<file path="src/rtl/core/assert_macros.svh">
// Assertion macros shared by the bank controller RTL.
// No dependencies; included by the modules that carry assertions.
`ifndef ASSERT_MACROS_SVH
`define ASSERT_MACROS_SVH

// Same-cycle implication, disabled during reset.
`define FCB_ASSERT_NOW(lbl, clk, rst_n, ante, cons, msg) \
    lbl: assert property (@(posedge clk) disable iff (!rst_n) (ante) |-> (cons)) \
        else $error(msg);

// Next-cycle implication, disabled during reset.
`define FCB_ASSERT_NEXT(lbl, clk, rst_n, ante, cons, msg) \
    lbl: assert property (@(posedge clk) disable iff (!rst_n) (ante) |=> (cons)) \
        else $error(msg);

`endif

</file>
<file path="src/rtl/core/fcb_pkg.sv">
// Types and constants of the freezer cartridge bank controller.
// No dependencies; used by every module of the block.
package fcb_pkg;

    typedef enum logic [2:0] {
        OP_READ   = 3'd0,
        OP_WRITE  = 3'd1,
        OP_FREEZE = 3'd2,
        OP_RESET  = 3'd3,
        OP_TICK   = 3'd4
    } t_op;

    typedef enum logic [2:0] {
        MODE_NORMAL8K  = 3'd0,
        MODE_NORMAL16K = 3'd1,
        MODE_ULTIMAX   = 3'd2,
        MODE_RAM8K     = 3'd3,
        MODE_RAM16K    = 3'd4
    } t_map_mode;

    localparam logic [15:0] ADDR_CONTROL = 16'hDE00;
    localparam logic [15:0] ADDR_OPTION  = 16'hDE01;
    localparam logic [7:0]  READ_OPEN    = 8'hFF;
    localparam logic [1:0]  FREEZE_DELAY = 2'd3;

    // Option byte masks
    localparam logic [7:0] OPT_FLASH_MASK = 8'hBF;
    localparam logic [7:0] OPT_FIRST_MASK = 8'hDF;
    localparam logic [7:0] OPT_KEEP_MASK  = 8'h46;
    localparam logic [7:0] OPT_WRITE_MASK = 8'h99;
    // Control bits mirrored from the option byte
    localparam logic [7:0] CTL_KEEP_MASK  = 8'h67;
    localparam logic [7:0] CTL_MIRROR_MASK = 8'h98;

    localparam logic       FLASH_MODE_RESET = 1'b0;
    localparam logic [0:0] REG_FLASH_MODE   = 1'b0;

    typedef struct packed {
        logic [2:0]  op;
        logic [15:0] address;
        logic [7:0]  write_data;
        logic [15:0] elapsed_cycles;
    } t_in_item;

    typedef struct packed {
        logic [7:0] read_data;
        logic       exrom_line;
        logic       game_line;
        logic       low_window_is_ram;
        logic       high_window_is_ram;
        logic [3:0] active_bank;
        logic [2:0] map_mode;
        logic       cart_enabled;
        logic       frozen;
        logic       nmi_request;
        logic       warm_reset_request;
    } t_result;

endpackage

</file>
<file path="src/rtl/core/freezer_cart_bank_control.sv">
// Top level of the freezer cartridge bank controller.
// Depends on fcb_pkg, fcb_apb_regs, fcb_engine and assert_macros.svh.
//
// Usage:
//   Input channel (i_in_valid / o_in_ready) carries one transaction per item:
//   a bus read or write at 0xDE00/0xDE01, a freeze press, a reset press or a
//   tick of elapsed cycles. Output channel (o_out_valid / i_out_ready) returns
//   one result transaction per item: read data plus mapping lines, mode, bank
//   and the NMI / warm reset pulses, all as they stand after the item.
//   An accepted item goes through the input register, then the result register,
//   before o_out_valid rises.
//   The state update is a single pass of logic between the input register and
//   the result register, so items follow without gaps unless the receiver stalls.
//   Receiver stall: the result register holds; the input register keeps one
//   more item, after which o_in_ready drops until the result is taken.
//   Reset (i_rst_n low, synchronous): both pipeline stages empty, control and
//   option bytes cleared, cartridge enabled, unlocked, no freeze pending,
//   flash_mode cleared.
//   APB port: flash_mode at byte address 0, pready always high; write it only
//   while no transaction is in flight.
`include "assert_macros.svh"

module freezer_cart_bank_control (
    input  logic        i_clk,
    input  logic        i_rst_n,
    // APB configuration
    input  logic        psel,
    input  logic        penable,
    input  logic        pwrite,
    input  logic [0:0]  paddr,
    input  logic [31:0] pwdata,
    output logic [31:0] prdata,
    output logic        pready,
    // input channel
    input  logic        i_in_valid,
    output logic        o_in_ready,
    input  logic [2:0]  i_op,
    input  logic [15:0] i_address,
    input  logic [7:0]  i_write_data,
    input  logic [15:0] i_elapsed_cycles,
    // output channel
    output logic        o_out_valid,
    input  logic        i_out_ready,
    output logic [7:0]  o_read_data,
    output logic        o_exrom_line,
    output logic        o_game_line,
    output logic        o_low_window_is_ram,
    output logic        o_high_window_is_ram,
    output logic [3:0]  o_active_bank,
    output logic [2:0]  o_map_mode,
    output logic        o_cart_enabled,
    output logic        o_frozen,
    output logic        o_nmi_request,
    output logic        o_warm_reset_request
);

    logic              flash_mode;
    logic              w_advance;
    fcb_pkg::t_result  w_result;

    // input stage
    logic              r_in_vld;
    fcb_pkg::t_in_item r_in;
    // result stage
    logic              r_out_vld;
    fcb_pkg::t_result  r_out;

    fcb_apb_regs u_apb (
        .i_clk        (i_clk),
        .i_rst_n      (i_rst_n),
        .psel         (psel),
        .penable      (penable),
        .pwrite       (pwrite),
        .paddr        (paddr),
        .pwdata       (pwdata),
        .prdata       (prdata),
        .pready       (pready),
        .o_flash_mode (flash_mode)
    );

    // item in the input register moves on when the result slot is free
    assign w_advance  = r_in_vld && (!r_out_vld || i_out_ready);
    assign o_in_ready = !r_in_vld || w_advance;

    fcb_engine u_engine (
        .i_clk        (i_clk),
        .i_rst_n      (i_rst_n),
        .i_step       (w_advance),
        .i_item       (r_in),
        .i_flash_mode (flash_mode),
        .o_result     (w_result)
    );

    always_ff @(posedge i_clk) begin
        if (!i_rst_n) begin
            r_in_vld <= 1'b0;
        end else if (o_in_ready) begin
            r_in_vld <= i_in_valid;
        end
    end

    always_ff @(posedge i_clk) begin
        if (o_in_ready && i_in_valid) begin
            r_in.op             <= i_op;
            r_in.address        <= i_address;
            r_in.write_data     <= i_write_data;
            r_in.elapsed_cycles <= i_elapsed_cycles;
        end
    end

    always_ff @(posedge i_clk) begin
        if (!i_rst_n) begin
            r_out_vld <= 1'b0;
        end else if (w_advance) begin
            r_out_vld <= 1'b1;
        end else if (i_out_ready) begin
            r_out_vld <= 1'b0;
        end
    end

    always_ff @(posedge i_clk) begin
        if (w_advance) begin
            r_out <= w_result;
        end
    end

    assign o_out_valid          = r_out_vld;
    assign o_read_data          = r_out.read_data;
    assign o_exrom_line         = r_out.exrom_line;
    assign o_game_line          = r_out.game_line;
    assign o_low_window_is_ram  = r_out.low_window_is_ram;
    assign o_high_window_is_ram = r_out.high_window_is_ram;
    assign o_active_bank        = r_out.active_bank;
    assign o_map_mode           = r_out.map_mode;
    assign o_cart_enabled       = r_out.cart_enabled;
    assign o_frozen             = r_out.frozen;
    assign o_nmi_request        = r_out.nmi_request;
    assign o_warm_reset_request = r_out.warm_reset_request;

    `FCB_ASSERT_NEXT(a_advance_fills_out, i_clk, i_rst_n, w_advance, r_out_vld, "advanced item did not reach the result register")
    `FCB_ASSERT_NOW(a_frozen_mapping, i_clk, i_rst_n, (r_out_vld && r_out.frozen && r_out.cart_enabled), ((r_out.active_bank == 4'd0) && !r_out.exrom_line && r_out.game_line), "freeze result without ultimax bank 0")

endmodule

</file>
<file path="src/rtl/core/fcb_apb_regs.sv">
// APB configuration register (flash_mode) of the bank controller.
// Depends on fcb_pkg.
module fcb_apb_regs (
    input  logic        i_clk,
    input  logic        i_rst_n,
    input  logic        psel,
    input  logic        penable,
    input  logic        pwrite,
    input  logic [0:0]  paddr,
    input  logic [31:0] pwdata,
    output logic [31:0] prdata,
    output logic        pready,
    output logic        o_flash_mode
);

    logic r_flash_mode;
    logic n_flash_mode;

    always_comb begin
        n_flash_mode = r_flash_mode;
        if (psel && penable && pwrite && (paddr == fcb_pkg::REG_FLASH_MODE)) begin
            n_flash_mode = pwdata[0];
        end
    end

    always_ff @(posedge i_clk) begin
        if (!i_rst_n) begin
            r_flash_mode <= fcb_pkg::FLASH_MODE_RESET;
        end else begin
            r_flash_mode <= n_flash_mode;
        end
    end

    assign prdata       = (paddr == fcb_pkg::REG_FLASH_MODE) ? {31'd0, r_flash_mode} : 32'd0;
    assign pready       = 1'b1;
    assign o_flash_mode = r_flash_mode;

endmodule

</file>
<file path="src/rtl/core/fcb_engine.sv">
// Cartridge state registers and the per-transaction update and mapping decode.
// Depends on fcb_pkg and assert_macros.svh.
`include "assert_macros.svh"

module fcb_engine (
    input  logic              i_clk,
    input  logic              i_rst_n,
    input  logic              i_step,
    input  fcb_pkg::t_in_item i_item,
    input  logic              i_flash_mode,
    output fcb_pkg::t_result  o_result
);

    logic [7:0] r_control, n_control;
    logic [7:0] r_option,  n_option;
    logic       r_held,    n_held;
    logic       r_waiting, n_waiting;
    logic       r_on,      n_on;
    logic       r_enabled, n_enabled;
    logic       r_locked,  n_locked;
    logic       r_written, n_written;
    logic [1:0] r_delay,   n_delay;

    logic [7:0] opt_new;
    logic [3:0] cur_bank;
    logic [3:0] nxt_bank;
    logic [7:0] status;
    logic [7:0] rd;
    logic       nmi;
    logic       warm;
    fcb_pkg::t_map_mode mode;

    function automatic logic [3:0] bank_of(input logic [7:0] ctl, input logic [7:0] opt,
                                           input logic flash);
        bank_of = {flash & opt[5], ctl[7], ctl[4], ctl[3]};
    endfunction

    function automatic fcb_pkg::t_map_mode mode_of(input logic [7:0] ctl, input logic [7:0] opt);
        fcb_pkg::t_map_mode m;
        if (ctl[5]) begin
            m = opt[1] ? fcb_pkg::MODE_RAM16K : fcb_pkg::MODE_RAM8K;
        end else if (!ctl[0] && !ctl[1]) begin
            m = fcb_pkg::MODE_NORMAL16K;
        end else if (!ctl[0] && ctl[1]) begin
            m = fcb_pkg::MODE_NORMAL8K;
        end else begin
            m = fcb_pkg::MODE_ULTIMAX;
        end
        mode_of = m;
    endfunction

    assign cur_bank = bank_of(r_control, r_option, i_flash_mode);
    // status: b2, opt6, flash bank bit, b1..0, button, opt1, flash
    assign status = {cur_bank[2], r_option[6], i_flash_mode & cur_bank[3], cur_bank[1:0],
                     r_held, r_option[1], i_flash_mode};

    always_comb begin
        n_control = r_control;
        n_option  = r_option;
        n_held    = r_held;
        n_waiting = r_waiting;
        n_on      = r_on;
        n_enabled = r_enabled;
        n_locked  = r_locked;
        n_written = r_written;
        n_delay   = r_delay;
        rd        = 8'd0;
        nmi       = 1'b0;
        warm      = 1'b0;
        opt_new   = r_option;

        case (fcb_pkg::t_op'(i_item.op))
            fcb_pkg::OP_READ: begin
                rd = ((i_item.address == fcb_pkg::ADDR_CONTROL) ||
                      (i_item.address == fcb_pkg::ADDR_OPTION)) ? status : fcb_pkg::READ_OPEN;
            end
            fcb_pkg::OP_WRITE: begin
                if ((i_item.address == fcb_pkg::ADDR_CONTROL) && !r_locked) begin
                    n_control = i_item.write_data;
                    if (r_on) begin
                        if (i_item.write_data[6]) begin
                            // freeze acknowledge
                            n_on      = 1'b0;
                            n_waiting = 1'b0;
                            n_delay   = 2'd0;
                        end else begin
                            n_control = {i_item.write_data[7:2], 2'b01};
                        end
                    end
                    if (i_item.write_data[2]) begin
                        n_locked  = 1'b1;
                        n_enabled = 1'b0;
                    end
                end else if ((i_item.address == fcb_pkg::ADDR_OPTION) && !r_locked) begin
                    if (i_flash_mode) begin
                        opt_new = i_item.write_data & fcb_pkg::OPT_FLASH_MASK;
                    end else if (!r_written) begin
                        opt_new   = i_item.write_data & fcb_pkg::OPT_FIRST_MASK;
                        n_written = 1'b1;
                    end else begin
                        opt_new = (r_option & fcb_pkg::OPT_KEEP_MASK) |
                                  (i_item.write_data & fcb_pkg::OPT_WRITE_MASK);
                    end
                    n_option  = opt_new;
                    n_control = (r_control & fcb_pkg::CTL_KEEP_MASK) |
                                (opt_new & fcb_pkg::CTL_MIRROR_MASK);
                end
            end
            fcb_pkg::OP_FREEZE: begin
                if (!r_option[2] && !r_waiting && !r_on) begin
                    n_held    = 1'b1;
                    n_waiting = 1'b1;
                    n_delay   = fcb_pkg::FREEZE_DELAY;
                    nmi       = 1'b1;
                end
            end
            fcb_pkg::OP_RESET: begin
                n_held    = 1'b0;
                n_waiting = 1'b0;
                n_on      = 1'b0;
                n_enabled = 1'b1;
                n_locked  = 1'b0;
                n_written = 1'b0;
                n_delay   = 2'd0;
                n_control = {r_control[7:3], 1'b0, r_control[1:0]};
                warm      = 1'b1;
            end
            fcb_pkg::OP_TICK: begin
                if (r_waiting && (i_item.elapsed_cycles != 16'd0)) begin
                    if ({14'd0, r_delay} > i_item.elapsed_cycles) begin
                        n_delay = r_delay - i_item.elapsed_cycles[1:0];
                    end else begin
                        n_held    = 1'b0;
                        n_delay   = 2'd0;
                        n_waiting = 1'b0;
                        n_on      = 1'b1;
                    end
                end
            end
            default: begin
            end
        endcase
    end

    assign nxt_bank = bank_of(n_control, n_option, i_flash_mode);
    assign mode     = n_on ? fcb_pkg::MODE_ULTIMAX : mode_of(n_control, n_option);

    always_comb begin
        o_result                    = '0;
        o_result.read_data          = rd;
        o_result.active_bank        = n_on ? 4'd0 : nxt_bank;
        o_result.map_mode           = mode;
        o_result.cart_enabled       = n_enabled;
        o_result.frozen             = n_on;
        o_result.nmi_request        = nmi;
        o_result.warm_reset_request = warm;
        case (mode)
            fcb_pkg::MODE_NORMAL8K: begin
                o_result.exrom_line = 1'b1;
                o_result.game_line  = 1'b0;
            end
            fcb_pkg::MODE_NORMAL16K: begin
                o_result.exrom_line = 1'b0;
                o_result.game_line  = 1'b0;
            end
            fcb_pkg::MODE_RAM8K: begin
                o_result.exrom_line        = 1'b1;
                o_result.game_line         = 1'b0;
                o_result.low_window_is_ram = 1'b1;
            end
            fcb_pkg::MODE_RAM16K: begin
                o_result.exrom_line         = 1'b0;
                o_result.game_line          = 1'b0;
                o_result.low_window_is_ram  = 1'b1;
                o_result.high_window_is_ram = 1'b1;
            end
            default: begin
                o_result.exrom_line = 1'b0;
                o_result.game_line  = 1'b1;
            end
        endcase
        if (!n_enabled) begin
            // disabled cart: lines released, no overlay
            o_result.exrom_line         = 1'b1;
            o_result.game_line          = 1'b1;
            o_result.low_window_is_ram  = 1'b0;
            o_result.high_window_is_ram = 1'b0;
        end
    end

    always_ff @(posedge i_clk) begin
        if (!i_rst_n) begin
            r_control <= 8'd0;
            r_option  <= 8'd0;
            r_held    <= 1'b0;
            r_waiting <= 1'b0;
            r_on      <= 1'b0;
            r_enabled <= 1'b1;
            r_locked  <= 1'b0;
            r_written <= 1'b0;
            r_delay   <= 2'd0;
        end else if (i_step) begin
            r_control <= n_control;
            r_option  <= n_option;
            r_held    <= n_held;
            r_waiting <= n_waiting;
            r_on      <= n_on;
            r_enabled <= n_enabled;
            r_locked  <= n_locked;
            r_written <= n_written;
            r_delay   <= n_delay;
        end
    end

    `FCB_ASSERT_NOW(a_delay_tracks_wait, i_clk, i_rst_n, 1'b1, ((r_delay != 2'd0) == r_waiting), "freeze delay and pending flag disagree")
    `FCB_ASSERT_NOW(a_wait_not_frozen, i_clk, i_rst_n, 1'b1, !(r_waiting && r_on), "freeze pending while freeze mapping active")
    `FCB_ASSERT_NOW(a_lock_disables, i_clk, i_rst_n, 1'b1, (r_enabled != r_locked), "lock and enable flags out of step")

endmodule
</file>
<file path="config.mk">
export PLATFORM = sky130hd
export DESIGN_NAME = freezer_cart_bank_control
export DESIGN_NICKNAME = d
export VERILOG_FILES = /design/src/rtl/core/fcb_pkg.sv /design/src/rtl/core/freezer_cart_bank_control.sv /design/src/rtl/core/fcb_apb_regs.sv /design/src/rtl/core/fcb_engine.sv
export VERILOG_INCLUDE_DIRS = /design/src /design/src/rtl/core
export SDC_FILE = /design/constraint.sdc
export NUM_CORES = 1
export LEC_CHECK = 0
export BUFFER_PORTS_ARGS = -buffer_cell sky130_fd_sc_hd__buf_2
export CAP_MARGIN = 5
export CELL_PAD_IN_SITES_DETAIL_PLACEMENT = 1
export CELL_PAD_IN_SITES_GLOBAL_PLACEMENT = 1
export CORE_MARGIN = 3
export CORE_UTILIZATION = 41
export CTS_CLUSTER_DIAMETER = 30
export DETAILED_ROUTE_END_ITERATION = 12
export GPL_ROUTABILITY_DRIVEN = 0
export PLACE_DENSITY = 0.83
export SETUP_SLACK_MARGIN = 0.2
export SLEW_MARGIN = 30
export SYNTH_ARGS = -nofsm -noshare
export SYNTH_HDL_FRONTEND = slang
export SYNTH_SLANG_ARGS = --single-unit
</file>
<file path="constraint.sdc">
create_clock -name i_clk -period 4.6 [get_ports i_clk]
set_input_delay 1.38 -clock i_clk [delete_from_list [all_inputs] [get_ports i_clk]]
set_output_delay 1.38 -clock i_clk [all_outputs]
set_load 0.02 [all_outputs]
</file>
Yosys cells after proc, flatten, opt, wreduce, memory -nomap -nowiden:

Index checks and enable logic that the tools add are counted.

* register bits after elaboration: 92
* input port bits: 83
* output and inout port bits: 58

* add/subtract/negate cells: 1
* $lt $le $gt $ge: 1
* eq/ne operators: 20
* multiplexer cells: 58
* bitwise logic cells: 8
* reductions and logical operators: 42

Operators by type and width (number)
* 2-to-1 mux 8 bit: 8
* == test 16 bit, second input constant: 2
* 2-to-1 mux 1 bit: 25
* 2-to-1 mux 6 bit: 3
* greater-than comparator 2 x 16 -> 1 bit: 1
* bitwise OR 7 x 8 -> 8 bit: 2
* case mux 8 bit (2 select lines): 1
* nonzero test 16 bit: 1
* 2-to-1 mux 2 bit: 7
* 2-to-1 mux 7 bit: 2
* logical AND 1 bit: 12
* 2-to-1 mux 3 bit: 4
* AND reduction 4 bit: 3
* inequality test 2 x 1 -> 1 bit, second input constant: 5
* inequality test 2 bit, second input constant: 5
* AND reduction 5 bit: 2
* == test 3 x 2 -> 1 bit, second input constant: 3
* logical NOT 1 bit: 8
* case mux 2 bit (4 select lines): 1
* AND reduction 8 bit: 1
* AND reduction 7 bit: 1
* == test 3 x 1 -> 1 bit, second input constant: 2
* == test 3 bit, second input constant: 2
* logical NOT 3 bit: 2
* other kinds (14): 27

Longest topological paths before layout:

Gate-level depths: netlist of run 1.

* depth after elaboration: 19
* gate-level depth with buffers: 10

By module:

Synthesis of run 1 repeated with hierarchy kept, for this count alone.

* cell total of the unflattened synthesis: 311
* area total of the unflattened synthesis: 3852.4 µm²

Modules (own cells, without submodules)
* freezer_cart_bank_control: times used 1, cells each 75, area each 2085.8 µm², seq. area each 2021.9 µm²
* fcb_engine: times used 1, cells each 196, area each 1451.4 µm², seq. area each 360.3 µm²
* fcb_apb_regs: times used 1, cells each 40, area each 315.3 µm², seq. area each 20.0 µm²

Worst setup path before layout of run 1:

Ideal clock, no wire load.

* kind: input -> output
* start: input i_out_ready
* end: output o_in_ready
* arrival time: 1.732 ns
* required time: 3.220 ns
* path slack: 1.488 ns
* cell stages on the path: 2
* path buffers: 0
* cells stage by stage: nor2b_1 nand2_1

* word-level cells in the longest chain between the ends: 3

RTL lines
* from (decl): RTL line freezer_cart_bank_control.sv:43 `input logic i_out_ready,`
* logical OR 1 bit: RTL line freezer_cart_bank_control.sv:82 `assign w_advance = r_in_vld && (!r_out_vld || i_out_ready);`
* logical AND 1 bit: RTL line freezer_cart_bank_control.sv:82
* logical OR 1 bit: RTL line freezer_cart_bank_control.sv:83 `assign o_in_ready = !r_in_vld || w_advance;`
* to (decl): RTL line freezer_cart_bank_control.sv:36 `output logic o_in_ready,`

No other way between the ends.

Worst setup path in the final report of run 1:

Ends and elaborated chain as after synthesis.

==> metrics, run 1 <==
number of buffers created by CTS=9; pin count of the biggest net entering global routing=44; number of library cell types mapped by synthesis=53; layout cells sized above 1=29.32%; VDD IR-drop max=0.2235 mV; GRT Overall Usage=15.29%; setup TNS=0 ps; vias in the first global route=2408; via count=2395; Worst-Skew Late Latency=350 ps; drt pass-1 iters=4; Post-DP HPWL=5.809 mm; gr busiest metal=met2; core area=8848 um^2; Synth top area share=52.29%; Vias per Instance=4.888; Clock Pin Slew Worst Setup and Hold Paths=90 ps; Seq/Total Area, Yosys=63.39%; first-pass GRT wire length=11.94 mm; crit path from=i_out_ready; fmax=300.5 MHz; static leakage=1.668 nW; Async S/R FF share, synth=0%; mapped cell area=3790 um^2; FF-to-FF Start=r_in[31]; final wirelength=7.683 mm; Layout Nets=463; EDFF count, synth=66; DIE AREA=10430 um^2; RSZ-0062 raised after global routing=no; max cap viols=0; nature of the critical path endpoint=primary output; Routed wire per std cell=15.68 um; Arr. time, crit path=1950 ps; minimum clock period=3328 ps; total power=1.520 mW; Fin Clk Skew=12.62 ps; slew margin rel.=55.61%; pins over their slew limit=0; CTS tree=built; synthesized instance count=297; Synth warnings=0; CTS Buffer Depth=2; Hold Path Origin=u_engine.r_enabled; Startpoint Class=input pin; n_diodes=0; I/O Buffers=77; H-tree depth=3; Starting Density=42.83%; cts hold-fix bufs=0; CTS Root Buffer Type=clkbuf_8; die width=102.1 um; top cells by area, synth=edfxtp_1, dfxtp_1, buf_4; Slew @ Worst Pin=660.7 ps; grt ovf=0; crit path max fanout=4; Num Clock Sinks=87; M3 GR Usage=4.437%; area leader, netlist=edfxtp_1; Layout Area Growth over Synthesis=14.66%; Post-DRT Antenna Nets=0; synthesized area per cell=12.76 um^2; number of setup violations in the final report=0; status=finished, final reports clean; Die Height=102.1 um; io pins=141; hold crit path type=reg -> reg; GRT met1 Usage=18.64%; Post-synth top cells=edfxtp_1, buf_4, nor2_1; Final Hold Vio Count=0; Top FF cell, synth=edfxtp_1; Rows=34; most frequent cell after synthesis=edfxtp_1; non-filler cells, final=490; Crit Path Class=in -> out; pwr dens=349.7 nW/um^2; post-CTS sizing=0; Seq cells post-synth=87; worst endpoint required time=3220 ps; placed cell count=474; initial drt markers=50; DRC viols=0; number of antenna violations at the first check in global routing=0; routing usage on met2=26.04%; # Post-CTS Setup Buffers=0; crit share post-route=72.35%
==> sequential cells by signal (all words and copies together) (netlist names), 2 cells and up, named ones only <==
register / cells
r_in: 43
o_read_data: 8
u_engine.r_control: 6
o_active_bank: 4
o_map_mode: 3
u_engine.r_option: 3
u_engine.r_delay: 2
==> routing by layer <==
metal  wire length, um  share of wire [%]  vias to the layer above
met2              3915                 51                       88
met5                 0                  0                        -
met1              3224                 42                     1123
met4                74               0.96                        0
li1                  -                  -                     1177
met3               468                6.1                        7
==> layout make-up <==
class / count / area [um^2]
clock buffers: 9 / 123.9
flip-flops and latches: 87 / 2402
inverters: 11 / 41.29
repair buffers: 77 / 385.4
multi-input cells: 191 / 1202
well taps: 108 / 135.1
clock inverters: 7 / 55.05
fillers: 970 / 4503
==> cells in the final DEF, fill, tap and decap left out, types with 5 or more instances in the layout <==
cell type | Yosys | final
a211oi_1 | 5 | 5
a21oi_1 | 15 | 15
buf_2 | 1 | 77
clkbuf_8 | 0 | 9
conb_1 | 2 | 32
dfxtp_1 | 21 | 21
edfxtp_1 | 66 | 66
inv_1 | 10 | 9
mux2i_1 | 10 | 10
nand2_1 | 21 | 21
nor2_1 | 25 | 25
nor3_1 | 10 | 9
o21a_1 | 8 | 8
o21ai_0 | 5 | 5
==> metrics by stage <==
stage          hold slack, ps  setup WS (ps)  util (%)  area, um^2
6_report                458.9           1272     49.11        4345
3_5_place_dp            440.2           1266     47.07        4165
2_1_floorplan           426.4           1488         -        3902
4_1_cts                 461.7           1267     49.10        4344
5_1_grt                 487.1           1207     49.11        4345
3_3_place_gp            435.2           1297     47.02        4160
==> kinds of logic (layout without fill, tap and decap cells) <==
| family | count (synthesis) | after routing | synth area share (%) |
|---|---|---|---|
| compound gates | 44 | 44 | 7.692 |
| fa+ha+maj | 3 | 3 | 1.188 |
| buf+inv | 49 | 104 | 8.055 |
| mux | 12 | 12 | 3.334 |
| flops | 87 | 87 | 63.39 |
| other cells | 2 | 32 | 0.1982 |
| simple gates | 100 | 100 | 16.14 |
==> critical path, stage by stage <==
cell     delay, ps
buf_2           90
nor2b_1        200
nand2_1        110
buf_2          170
==> final timing paths <==
path	to	slack, ps	cells past startpoint
worst max-delay path	o_in_ready	1270	4
worst min-delay path	u_engine.r_enabled	460	1
worst max register to register	o_map_mode[1]	2170	6
worst min register to register	u_engine.r_enabled	460	1
==> report_power, final <==
part / internal, mW / switching (mW) / total (mW) / leakage [nW]
clock: 0.204 / 0.285 / 0.489 / 0.0923
combinational: 0.0407 / 0.0866 / 0.127 / 0.769
sequential: 0.883 / 0.0208 / 0.904 / 0.807
total: 1.13 / 0.393 / 1.52 / 1.67
No activity file was read; power rests on OpenSTA's default activity.
==> inputs of run 2 (changes only) <==
--- a/config.mk
+++ b/config.mk
@@ -6,16 +6,17 @@
 export SDC_FILE = /design/constraint.sdc
 export NUM_CORES = 1
 export LEC_CHECK = 0
+export ABC_AREA = 1
 export BUFFER_PORTS_ARGS = -buffer_cell sky130_fd_sc_hd__buf_2
 export CAP_MARGIN = 5
 export CELL_PAD_IN_SITES_DETAIL_PLACEMENT = 1
 export CELL_PAD_IN_SITES_GLOBAL_PLACEMENT = 1
 export CORE_MARGIN = 3
-export CORE_UTILIZATION = 41
+export CORE_UTILIZATION = 33
 export CTS_CLUSTER_DIAMETER = 30
 export DETAILED_ROUTE_END_ITERATION = 12
 export GPL_ROUTABILITY_DRIVEN = 0
-export PLACE_DENSITY = 0.83
+export PLACE_DENSITY = 0.73
 export SETUP_SLACK_MARGIN = 0.2
 export SLEW_MARGIN = 30
 export SYNTH_ARGS = -nofsm -noshare
==> constraint.sdc (replaced) <==
create_clock -name i_clk -period 2.8 [get_ports i_clk]
set_input_delay 0.84 -clock i_clk [delete_from_list [all_inputs] [get_ports i_clk]]
set_output_delay 0.84 -clock i_clk [all_outputs]
set_load 0.02 [all_outputs]
==> metrics, run 2 <==
pins over their slew limit=0; H-tree depth=3; total power=2.990 mW; DIE AREA=13200 um^2; Met3 Wirelength=465 um; Layout Area Growth over Synthesis=19.76%; Hold Path Origin=u_engine.r_enabled; slew margin rel.=63.52%; core area=11520 um^2; mapped cell area=3913 um^2; # Post-CTS Setup Buffers=0; Fin Clk Skew=8.927 ps; register-to-register setup slack=750 ps; crit share post-route=75.71%; cts hold-fix bufs=0; Routed wire per std cell=13.26 um; pwr dens=638.0 nW/um^2; minimum clock period=2120 ps; Crit Path Class=in -> out; Synth top area share=50.66%; hold crit path type=reg -> reg; crit path max fanout=3; via count=2780; post-CTS sizing=0; Rows=39; WL met1=3.608 mm; DRC viols=0; initial drt markers=116; vias in the first global route=2892; CTS Root Buffer Type=clkbuf_16; Startpoint Class=input pin; Seq/Total Area, Yosys=61.40%; I/O Buffers=77; number of buffers created by CTS=9; n_diodes=0; layout cells sized above 1=24.58%; static leakage=2.105 nW; top sig layer=met4; Reg2Reg Depth=11; synthesized area per cell=10.11 um^2; nature of the critical path endpoint=primary output; end of the worst hold path=u_engine.r_enabled; first-pass GRT wire length=13.71 mm; area leader, netlist=edfxtp_1; Synth warnings=0; Async S/R FF share, synth=0%; Starting Density=33.97%; number of antenna violations at the first check in global routing=0; max reg flops=43; number of setup violations in the final report=0; fmax=471.7 MHz; Worst-Skew Late Latency=340 ps; Die Height=114.9 um; Arr. time, crit path=1280 ps; Core Util, Final=40.69%; Clock Pin Slew Worst Setup and Hold Paths=60 ps; Post-DRT Antenna Nets=0; most frequent cell after synthesis=edfxtp_1; io pins=141; FF-to-FF Start=r_in[0]; met2 routed WL=4.051 mm; top cells by area, synth=edfxtp_1, dfxtp_1, nand2_1; Post-synth top cells=edfxtp_1, nand2_1, inv_1; worst hold path stage count=1; r2r endpoint=o_game_line; setup TNS=0 ps; VDD IR-drop max=0.2752 mV; RSZ-0062 raised after global routing=no; synthesized instance count=387; most common library cell in the layout ignoring fill and taps=buf_2; FILL cells=1347; Post-DP HPWL=6.440 mm; GRT Overall Usage=13.23%; Final Hold Vio Count=0; Largest Register=r_in; worst endpoint required time=1960 ps; CTS Buffer Depth=2; Seq cells post-synth=87; drt pass-1 iters=4; max cap viols=0; Top FF cell, synth=edfxtp_1; die width=114.9 um; Layout Nets=561; Num Clock Sinks=87; pin count of the biggest net entering global routing=44; Slew @ Worst Pin=547.2 ps; EDFF count, synth=66; Vias per Instance=4.462; CTS tree=built; most frequent cells in the layout=buf_2, edfxtp_1, nand2_1; status=finished, final reports clean; grt ovf=0; number of library cell types mapped by synthesis=33; final wirelength=8.263 mm
-- run 2: cell count changes after synthesis, moves of 5 or more --
cell | previous run | this run
nand2_1 | 21 | 65
nand3_1 | 2 | 17
a211oi_1 | 5 | 0
o21a_1 | 8 | 0
inv_1 | 10 | 53
nor2_1 | 25 | 44
mux2i_1 | 10 | 0
o21ai_0 | 5 | 22
nand2_2 | 0 | 6
nor3_1 | 10 | 2
-- run 2: worst max-delay path, cell delays in order --
cell     delay (ps)
buf_2            90
inv_1            60
nand3_1         100
buf_2           180
-- run 2: cells by family (layout without fill, tap and decap cells) --
group	after synthesis	after routing	share of synthesized area (%)
simple gates	152	152	17.68
buf+inv	89	152	11.64
flops	87	87	61.40
compound gates	54	54	7.931
fa+ha+maj	3	3	1.151
other cells	2	32	0.1919
-- run 2: how the worst max path moves through the flow --
stage	start	endpoint	slack, ps
after floorplan	i_out_ready	r_in[0]	360
after global placement	i_out_ready	o_in_ready	690
after detailed placement	i_out_ready	u_engine.r_delay[0]	580
after CTS	i_out_ready	o_in_ready	670
after global routing	r_in[0]	o_game_line	530
final	i_out_ready	o_in_ready	680
-- run 2: per-layer routing --
metal	vias up	track usage, %
li1	1389	-
met1	1281	16.67
met2	99	22.57
met3	11	2.684
met4	0	4.695
met5	-	0
-- run 2: layout make-up --
cell class	instances	area, um^2	share of cell area [%]
flip-flops and latches	87	2402	51.27
multi-input cells	241	1167	24.91
repair buffers	81	427.9	9.132
clock buffers	10	229.0	4.887
inverters	55	206.4	4.406
well taps	143	178.9	3.818
clock inverters	6	73.82	1.575
-- run 2: stage by stage --
step | worst slack, ps | hold WS, ps | cell area [um^2] | std cells
6_report | 680.2 | 456.8 | 4686 | 623
3_3_place_gp | 689.1 | 429.3 | 4383 | 607
5_1_grt | 533.2 | 487.4 | 4686 | 623
4_1_cts | 674.3 | 460.7 | 4686 | 623
3_5_place_dp | 579.8 | 445.7 | 4383 | 607
2_1_floorplan | 357.5 | 424.0 | 4025 | 417
-- run 2: report_power, final --
| part | total, mW | internal, mW | switching (mW) | leakage, nW |
|---|---|---|---|---|
| clock network | 1.23 | 0.707 | 0.519 | 0.148 |
| logic | 0.271 | 0.0845 | 0.187 | 1.15 |
| registers | 1.49 | 1.46 | 0.0295 | 0.804 |
==> inputs of run 3 (changes only) <==
==> constraint.sdc (replaced) <==
create_clock -name i_clk -period 1.9 [get_ports i_clk]
set_input_delay 0.57 -clock i_clk [delete_from_list [all_inputs] [get_ports i_clk]]
set_output_delay 0.57 -clock i_clk [all_outputs]
set_load 0.02 [all_outputs]
==> metrics, run 3 (synthesis gave the netlist of run 2 again) <==
fmax=517.1 MHz; hold slack=408.7 ps; Rows=39; pins over their slew limit=0; most frequent cells in the layout=buf_2, edfxtp_1, nand2_1; Setup WS post-layout=-33.75 ps; DP Area=4464 um^2; violated checks=setup timing; crit path max fanout=6; number of setup violations in the final report=4; Clock Pin Slew Worst Setup and Hold Paths=60 ps; setup TNS=-78.80 ps; status=finished, violations left; Post-DRT Antenna Nets=0; GRT Overall Usage=13.44%; io pins=141; first-pass GRT wire length=13.83 mm; drt pass-1 iters=4; Routed wire per std cell=14.01 um; Core Util, Final=44.22%; max cap viols=0; via count=2911; top sig layer=met4; n_diodes=0; Crit Path Class=reg -> reg; RSZ-0062 raised after global routing=yes; CTS Root Buffer Type=clkbuf_16; Met3 Wirelength=513 um; DRC viols=0; crit share post-route=101.8%; hold crit path type=in -> reg; Num Clock Sinks=87; Starting Density=33.97%; VDD IR-drop max=0.6052 mV; CTS tree=built; FILL cells=1307; worst endpoint required time=1980 ps; CTS Buffer Depth=2; pwr dens=861.6 nW/um^2; nature of the critical path endpoint=register; met2 routed WL=4.673 mm; initial drt markers=97; number of buffers created by CTS=9; die width=114.9 um; DIE AREA=13200 um^2; number of antenna violations at the first check in global routing=0; WL met1=3.709 mm; DP Worst Slack=-82.27 ps; Worst-Skew Late Latency=330 ps; Post-DP HPWL=6.481 mm; post-route design area=5092 um^2; register area=2405 um^2; area of the multi-input gates=1386 um^2; grt ovf=0; max reg flops=43; Vias per Instance=4.527; Die Height=114.9 um; Fin Clk Skew=4.655 ps; most common library cell in the layout ignoring fill and taps=buf_2; final wirelength=9.011 mm; Final Hold Vio Count=0; layout cells sized above 1=36.80%; Arr. time, crit path=2010 ps; cts hold-fix bufs=0; pin count of the biggest net entering global routing=44; minimum clock period=1934 ps; I/O Buffers=77; Startpoint Class=register; static leakage=2.278 nW; vias in the first global route=2927; core area=11520 um^2; H-tree depth=3; Layout Nets=582; Layout Area Growth over Synthesis=30.16%; Largest Register=r_in
-- run 3: final timing paths --
path | start | to | slack, ps | cells after the start
worst min-delay path | i_elapsed_cycles[0] | r_in[0] | 410 | 1
worst min register to register | u_engine.r_enabled | u_engine.r_enabled | 480 | 1
worst max-delay path | r_in[0] | o_active_bank[3] | -30 | 9
worst max register to register | r_in[0] | o_active_bank[3] | -30 | 9
-- run 3: metal layers --
metal | GRT usage (%) | up-vias
met1 | 15.90 | 1360
met5 | 0 | -
met4 | 5.243 | 0
met3 | 3.158 | 11
li1 | - | 1433
met2 | 23.61 | 107
-- run 3: worst max-delay path: stages (launching register included) --
cell and delay [ps]:
edfxtp_1 350, ha_2 170, inv_2 40, fa_2 310, a21boi_4 140, nand3_2 80, nand2_2 80, buf_4 150
o21ai_4 260, nor2_1 90
-- run 3: repair_timing --
| action | CTS | global route |
|---|---|---|
| gates resized for setup | 19 | 44 |
| buffers inserted | 6 | 11 |
| setup endpoints to repair | 29 | 36 |
| pin swaps | 9 | 18 |
-- run 3: area by class of cell --
cell class	instances	area share, %
flip-flops and latches	87	47.22
clock buffers	11	4.570
clock inverters	4	0.9337
multi-input cells	241	27.22
inverters	55	4.373
well taps	143	3.514
repair buffers	102	12.16
-- run 3: where the power goes --
group | total [mW] | leakage, nW | switching, mW | internal [mW]
combinational | 0.486 | 1.34 | 0.314 | 0.172
clock | 1.69 | 0.135 | 0.686 | 1.01
sequential | 2.21 | 0.805 | 0.0495 | 2.16
total | 4.39 | 2.28 | 1.05 | 3.34
-- run 3: metrics by stage --
stage,std cells,power (mW)
detailed placement,611,2.663
global placement,611,2.641
floorplan,417,2.554
finish,643,4.388
CTS,632,4.386
global route,643,4.587
